===== src/zzsd_pkg.sv =====
`timescale 1ns / 1ps

package zzsd_pkg;

    localparam int unsigned ValueW = 32;
    localparam int unsigned TimeW  = 64;
    localparam int unsigned WidthW = 31;
    localparam int unsigned CountW = 32;

    typedef enum logic [1:0] {
        PH_INIT  = 2'd0,
        PH_START = 2'd1,
        PH_UP    = 2'd2,
        PH_DOWN  = 2'd3
    } t_phase;

    typedef enum logic [1:0] {
        TR_START = 2'd0,
        TR_UP    = 2'd1,
        TR_DOWN  = 2'd2
    } t_trend;

    typedef struct packed {
        t_phase                     phase;
        logic signed [ValueW-1:0]   extreme_value;
        logic [TimeW-1:0]           extreme_time;
        logic [CountW-1:0]          highs_seen;
        logic [CountW-1:0]          lows_seen;
        logic [CountW-1:0]          turns_seen;
    } t_state;

    // Field order runs from the highest bit down when packed into tdata
    typedef struct packed {
        logic [CountW-1:0]          turn_count;
        logic [CountW-1:0]          low_count;
        logic [CountW-1:0]          high_count;
        t_phase                     phase_now;
        logic                       new_low;
        logic                       new_high;
        t_trend                     peak_trend;
        logic [TimeW-1:0]           peak_time;
        logic signed [ValueW-1:0]   peak_value;
        logic                       peak_found;
    } t_result;

    localparam int unsigned ResultW = $bits(t_result);
    localparam int unsigned OutDataW = ((ResultW + 7) / 8) * 8;
    localparam int unsigned InDataW = ValueW + TimeW;

endpackage


===== src/zigzag_swing_detector_top.sv =====
`timescale 1ns / 1ps

// Channel   Dir  Handshake            Payload
// s (in)    in   i_s_tvalid/o_s_tready i_s_tdata  96 bits
// m (out)   out  o_m_tvalid/i_m_tready o_m_tdata 200 bits
// cfg       in   i_cfg_we              i_cfg_wdata 31 bits (filter width)
//
// One sample per cycle while results are taken; an accepted sample passes
// an input register, then the swing update into the result register.
// Reset is synchronous, active low; it clears phase, extreme and counters
// and loads the filter width with 1.0.
// A stalled result holds its register; the input register drains into it
// as soon as the result is taken, so ready follows i_m_tready in the same cycle.

module zigzag_swing_detector_top
    import zzsd_pkg::*;
(
    input  logic                i_clk,
    input  logic                i_rst_n,
    input  logic                i_s_tvalid,
    output logic                o_s_tready,
    // [31:0] sample_value, [95:32] sample_time
    input  logic [InDataW-1:0]  i_s_tdata,
    output logic                o_m_tvalid,
    input  logic                i_m_tready,
    // [0] peak_found, [32:1] peak_value, [96:33] peak_time, [98:97] peak_trend,
    // [99] new_high, [100] new_low, [102:101] phase_now, [134:103] high_count,
    // [166:135] low_count, [198:167] turn_count, [199] zero
    output logic [OutDataW-1:0] o_m_tdata,
    input  logic                i_cfg_we,
    input  logic [WidthW-1:0]   i_cfg_wdata
);

    localparam logic [WidthW-1:0] WidthReset = WidthW'(65536);

    logic [WidthW-1:0]         r_width;
    logic                      r_in_valid;
    logic signed [ValueW-1:0]  r_in_value;
    logic [TimeW-1:0]          r_in_time;
    t_state                    r_state;
    t_state                    n_state;
    t_result                   n_result;
    t_result                   r_result;
    logic                      r_out_valid;
    logic                      advance;

    assign advance    = r_in_valid && (!r_out_valid || i_m_tready);
    assign o_s_tready = !r_in_valid || advance;

    always_ff @(posedge i_clk) begin
        if (!i_rst_n) begin
            r_width <= WidthReset;
        end else if (i_cfg_we) begin
            r_width <= i_cfg_wdata;
        end
    end

    always_ff @(posedge i_clk) begin
        if (!i_rst_n) begin
            r_in_valid <= 1'b0;
        end else if (o_s_tready) begin
            r_in_valid <= i_s_tvalid;
        end
    end

    always_ff @(posedge i_clk) begin
        if (o_s_tready && i_s_tvalid) begin
            r_in_value <= i_s_tdata[ValueW-1:0];
            r_in_time  <= i_s_tdata[InDataW-1:ValueW];
        end
    end

    zzsd_step u_step (
        .i_state  (r_state),
        .i_width  (r_width),
        .i_value  (r_in_value),
        .i_time   (r_in_time),
        .o_state  (n_state),
        .o_result (n_result)
    );

    always_ff @(posedge i_clk) begin
        if (!i_rst_n) begin
            r_state <= '{phase: PH_INIT, default: '0};
        end else if (advance) begin
            r_state <= n_state;
        end
    end

    always_ff @(posedge i_clk) begin
        if (!i_rst_n) begin
            r_out_valid <= 1'b0;
        end else if (advance) begin
            r_out_valid <= 1'b1;
        end else if (i_m_tready) begin
            r_out_valid <= 1'b0;
        end
    end

    always_ff @(posedge i_clk) begin
        if (advance) begin
            r_result <= n_result;
        end
    end

    assign o_m_tvalid = r_out_valid;
    assign o_m_tdata  = {{(OutDataW - ResultW){1'b0}}, r_result};

endmodule


===== src/zzsd_step.sv =====
`timescale 1ns / 1ps

module zzsd_step
    import zzsd_pkg::*;
(
    input  t_state                    i_state,
    input  logic [WidthW-1:0]         i_width,
    input  logic signed [ValueW-1:0]  i_value,
    input  logic [TimeW-1:0]          i_time,
    output t_state                    o_state,
    output t_result                   o_result
);

    // 34-bit signed differences never overflow for 32-bit operands
    logic signed [ValueW+1:0] v_ext;
    logic signed [ValueW+1:0] x_ext;
    logic signed [ValueW+1:0] diff;
    logic signed [ValueW+1:0] mag;
    logic signed [ValueW+1:0] w_ext;
    logic                     above;
    logic                     below;

    assign v_ext = {{2{i_value[ValueW-1]}}, i_value};
    assign x_ext = {{2{i_state.extreme_value[ValueW-1]}}, i_state.extreme_value};
    assign w_ext = {3'b000, i_width};
    assign above = i_value > i_state.extreme_value;
    assign below = i_value < i_state.extreme_value;

    always_comb begin
        o_state  = i_state;
        o_result = '0;
        diff     = '0;
        mag      = '0;
        unique case (i_state.phase)
            PH_INIT: begin
                o_state.extreme_value = i_value;
                o_state.extreme_time  = i_time;
                o_state.phase         = PH_START;
                o_result.peak_found   = 1'b1;
                o_result.peak_value   = i_value;
                o_result.peak_time    = i_time;
                o_result.peak_trend   = TR_START;
            end
            PH_START: begin
                diff = v_ext - x_ext;
                mag  = diff[ValueW+1] ? -diff : diff;
                if (mag >= w_ext) begin
                    o_state.extreme_value = i_value;
                    o_state.extreme_time  = i_time;
                    // a flat move (width zero) counts as down
                    o_state.phase         = above ? PH_UP : PH_DOWN;
                end
            end
            PH_UP: begin
                if (above) begin
                    o_state.extreme_value = i_value;
                    o_state.extreme_time  = i_time;
                    o_state.highs_seen    = i_state.highs_seen + 1'b1;
                    o_result.new_high     = 1'b1;
                end else begin
                    diff = x_ext - v_ext;
                end
                if (diff >= w_ext) begin
                    o_state.turns_seen  = i_state.turns_seen + 1'b1;
                    o_result.peak_found = 1'b1;
                    o_result.peak_value = o_state.extreme_value;
                    o_result.peak_time  = o_state.extreme_time;
                    o_result.peak_trend = TR_UP;
                    if (diff != '0) begin
                        o_state.phase = PH_DOWN;
                    end
                end
            end
            PH_DOWN: begin
                if (below) begin
                    o_state.extreme_value = i_value;
                    o_state.extreme_time  = i_time;
                    o_state.lows_seen     = i_state.lows_seen + 1'b1;
                    o_result.new_low      = 1'b1;
                end else begin
                    diff = v_ext - x_ext;
                end
                if (diff >= w_ext) begin
                    o_state.turns_seen  = i_state.turns_seen + 1'b1;
                    o_result.peak_found = 1'b1;
                    o_result.peak_value = o_state.extreme_value;
                    o_result.peak_time  = o_state.extreme_time;
                    o_result.peak_trend = TR_DOWN;
                    if (diff != '0) begin
                        o_state.phase = PH_UP;
                    end
                end
            end
            default: ;
        endcase
        o_result.phase_now  = o_state.phase;
        o_result.high_count = o_state.highs_seen;
        o_result.low_count  = o_state.lows_seen;
        o_result.turn_count = o_state.turns_seen;
    end

endmodule


===== config.mk =====
export PLATFORM = sky130hd
export DESIGN_NAME = zigzag_swing_detector_top
export DESIGN_NICKNAME = d
export VERILOG_FILES = /design/src/zzsd_pkg.sv /design/src/zigzag_swing_detector_top.sv /design/src/zzsd_step.sv
export SDC_FILE = /design/constraint.sdc
export NUM_CORES = 1
export LEC_CHECK = 0
export BUFFER_PORTS_ARGS = -buffer_cell sky130_fd_sc_hd__buf_2
export CAP_MARGIN = 15
export CELL_PAD_IN_SITES_DETAIL_PLACEMENT = 2
export CELL_PAD_IN_SITES_GLOBAL_PLACEMENT = 2
export CORE_MARGIN = 10
export CORE_UTILIZATION = 38
export DETAILED_ROUTE_END_ITERATION = 8
export PLACE_DENSITY = 0.78
export SETUP_SLACK_MARGIN = 0.02
export SYNTH_ARGS = -nofsm -noshare
export SYNTH_HDL_FRONTEND = slang
export SYNTH_SLANG_ARGS = --single-unit

===== constraint.sdc =====
create_clock -name i_clk -period 8.95 [get_ports i_clk]
set_input_delay 0 -clock i_clk [delete_from_list [all_inputs] [get_ports i_clk]]
set_output_delay 0 -clock i_clk [all_outputs]
set_load 0.02 [all_outputs]

==> flow_summary.json <==
{
  "outcome": "finished clean",
  "fin_crit_sh_pct": 88.3,
  "drt_iter0_drc": 1257,
  "die-width_microns": 293,
  "path_clk_slew_ns": 0.08,
  "rsz0062_at_grt": "no",
  "cts-htree-levels": 2,
  "antenna_left": 0,
  "hp-class": "input port to flip-flop",
  "fp.dieH_microns": 293,
  "grt_pass1_vias": 26800,
  "p_comb_share_pct": 21.0,
  "fin_skew_ns": 0.0427,
  "start_util_pct": 38.5,
  "ys.flop_type": "edfxtp_1",
  "fmax_mhz": 126,
  "power_density_nw_per_um2": 200,
  "drc_errors": 0,
  "path_class": "flip-flop to flip-flop",
  "yosysTopAreaCell": "edfxtp_1",
  "peakVddDrop_mv": 0.183,
  "port_buffers": 332,
  "critPathCaptureType": "flip-flop",
  "finalWeightedCongestion": 0.897,
  "yosysSeqAreaShare_pct": 47.5,
  "slew_headroom_pct": 24.6,
  "cts_sinks": 522,
  "leakagePower_uw": 0.0134,
  "p_sw_uw": 2110,
  "tritoncts": "done",
  "routedWlPerCell_microns": 25.6,
  "async_reset_ff_share_pct": 0,
  "cap_violations": 0,
  "finalHoldViolCount": 0,
  "synth-edff-count": 295,
  "p_int_uw": 4710,
  "die-area_sq_um": 85600,
  "synth_area_leaders": "edfxtp_1 31%, dfxtp_1 16%, ha_1 7.1%",
  "syn_area_sq_um": 28200,
  "grt_usage_pct": 24.5,
  "post_cts_buffers": 0,
  "first_pass_iters": 6,
  "required_ns": 9.40,
  "areaGrowthSynthToFinish_pct": 20.9,
  "via_per_inst": 5.62,
  "fin_nets": 3549,
  "fp.coreArea_sq_um": 73300,
  "drt-total-wl_microns": 109000,
  "rows": 99,
  "rr_worst_depth": 24,
  "ys_warn_count": 0,
  "syn_nets": 3151,
  "cts.path.max_buffers": 3,
  "setup_viol": 0,
  "yosys.cell_types.count": 91,
  "drive_above_1_share_pct": 15.3,
  "vias": 24000,
  "worstMarginPinSlew_ns": 1.13,
  "final.setup.tns_ns": 0,
  "ctsResizeCount": 0,
  "dp_hpwl_microns": 72400,
  "synth_top_area_share_pct": 31.4,
  "multi_input_area_sq_um": 13800,
  "gr-total-overflow": 0,
  "p_seq_share_pct": 40.2,
  "critPathLaunchType": "flip-flop",
  "grt_pass1_wl_microns": 166000,
  "avgSynthCellArea_sq_um": 9.89,
  "drv_slew": 0,
  "ys_ff_latch": 522,
  "clockPowerShare_pct": 38.8,
  "min_period_ns": 7.91,
  "netlist_instances": 2856,
  "arrival_ns": 8.36,
  "min_path_cells": 2,
  "grt_start_max_net_pins": 107,
  "insertion_delay_ns": 0.65,
  "numCtsBuffers": 59,
  "antenna_found_initial": 2,
  "fillers": 7675,
  "cts_root_buf": "clkbuf_16",
  "path_max_fanout": 51,
  "pin_count": 334,
  "hold_slack_ns": 0.0761,
  "swShare_pct": 31.0,
  "seq_area_sq_um": 13400
}
-- path summary, 6_finish.rpt --
| path | end | slack, ns | start |
|---|---|---|---|
| worst max-delay path | o_m_tdata[73] | 1.04 | r_in_value[6] |
| worst min-delay path | r_in_time[44] | 0.08 | i_s_tdata[76] |
| worst max register to register | o_m_tdata[73] | 1.04 | r_in_value[6] |
| worst min register to register | r_state[122] | 0.49 | r_state[122] |
-- synth_stat cells (all sizes together) (68+ instances only) --
master / number
a22o: 95
mux2i: 127
xnor2: 132
xor2: 81
clkbuf: 123
a21oi: 134
ha: 161
o21ai: 105
nor2: 247
nand3: 68
dfxtp: 227
inv: 130
nand2: 373
edfxtp: 295
-- flip-flops by register name, indices dropped and copies added (netlist names) --
register and cells:
r_in_value 32, o_m_tvalid 1, r_in_valid 1, o_m_tdata 199, r_width 31, r_in_time 64, r_state 194
-- area by class of cell --
class | count | area share (%)
antenna | 2 | 0.0147
clock buffer | 77 | 4.76
clock inverter | 35 | 1.25
inverter | 131 | 1.47
multi-input combinational | 2053 | 40.3
sequential | 522 | 39.2
tap | 959 | 3.51
timing repair buffer | 487 | 9.48
-- metal layers --
metal	vias to the layer above	global-route usage (%)	wire length (microns)
met3	202	3.87	4390
met2	539	46.8	58400
met5	-	0	0
li1	11000	-	-
met1	12200	27.2	42400
met4	0	7.62	3990
-- timing repair --
| action | in CTS | in global routing |
|---|---|---|
| hold buffers | 132 | 0 |
| hold endpoints to repair | 178 | 0 |
| endpoints found under the setup margin | 0 | 0 |
-- layout by cell type (no fill, tap or decap), types with 47 or more instances in the layout --
master         netlist  layout
a21o_1              47      47
a21oi_1            132     132
a22o_1              95      94
buf_2               13     331
clkbuf_16            0      59
dfxtp_1            227     227
dlygate4sd3_1        0     132
edfxtp_1           295     295
ha_1               161     161
inv_1              130     128
mux2i_1            127     127
nand2_1            373     372
nand3_1             68      68
nand4_1             52      52
nor2_1             247     247
o21ai_0             96      95
xnor2_1            132     132
xor2_1              80      80
-- kinds of logic after synthesis --
kind of cell	Yosys count	share of synthesized area, %
other	1	0.0133
AO/OA/AOI/OAI	568	13.9
AND/OR/NAND/NOR	979	16.2
multiplexers	129	4.58
flip-flops	522	47.5
XOR/XNOR	213	6.63
adder cells (fa/ha/maj)	163	7.27
buffers and inverters	281	3.97
-- stage by stage --
stage | utilization (%) | area, sq um | power (uW) | std cells | setup slack, ns
after detailed placement | 42.0 | 30800 | 4140 | 4020 | 1.26
final | 46.6 | 34200 | 6830 | 4266 | 1.04
after floorplan | - | 28200 | 3680 | 2856 | 1.31
after global routing | 46.6 | 34200 | 7110 | 4266 | 0.570
after global placement | 42.0 | 30800 | 4060 | 4020 | 1.51
after CTS | 46.6 | 34100 | 6780 | 4264 | 1.19
-- power by group through the flow --
stage / Sequential [uW] / Clock (uW) / Combinational (uW)
global placement: 2770 / 0 / 1290
detailed placement: 2780 / 0 / 1360
floorplan: 2830 / 0 / 850
finish: 2740 / 2650 / 1440
CTS: 2730 / 2630 / 1420
global route: 2750 / 2780 / 1570
-- critical path, cell delays in order, from the launching register on --
cell and delay [ns]:
edfxtp_1 0.45, inv_1 0.08, ha_1 0.47, a21o_1 0.29
a31o_1 0.27, a221o_1 0.44, nor3_1 0.36, o21a_1 0.39
o21a_1 0.53, buf_4 0.40, nor2_1 0.10, ha_1 0.30
o21a_1 0.11, o21ai_0 0.07, o21ai_0 0.18, o211ai_1 0.16
a2111oi_0 0.87, or4_1 0.30, o21bai_1 0.10, a31oi_1 0.18
buf_4 0.22, nand2_1 0.12, nand2_4 0.51, buf_12 0.36
a22o_1 0.38
Power figures use the tool's default switching activity.
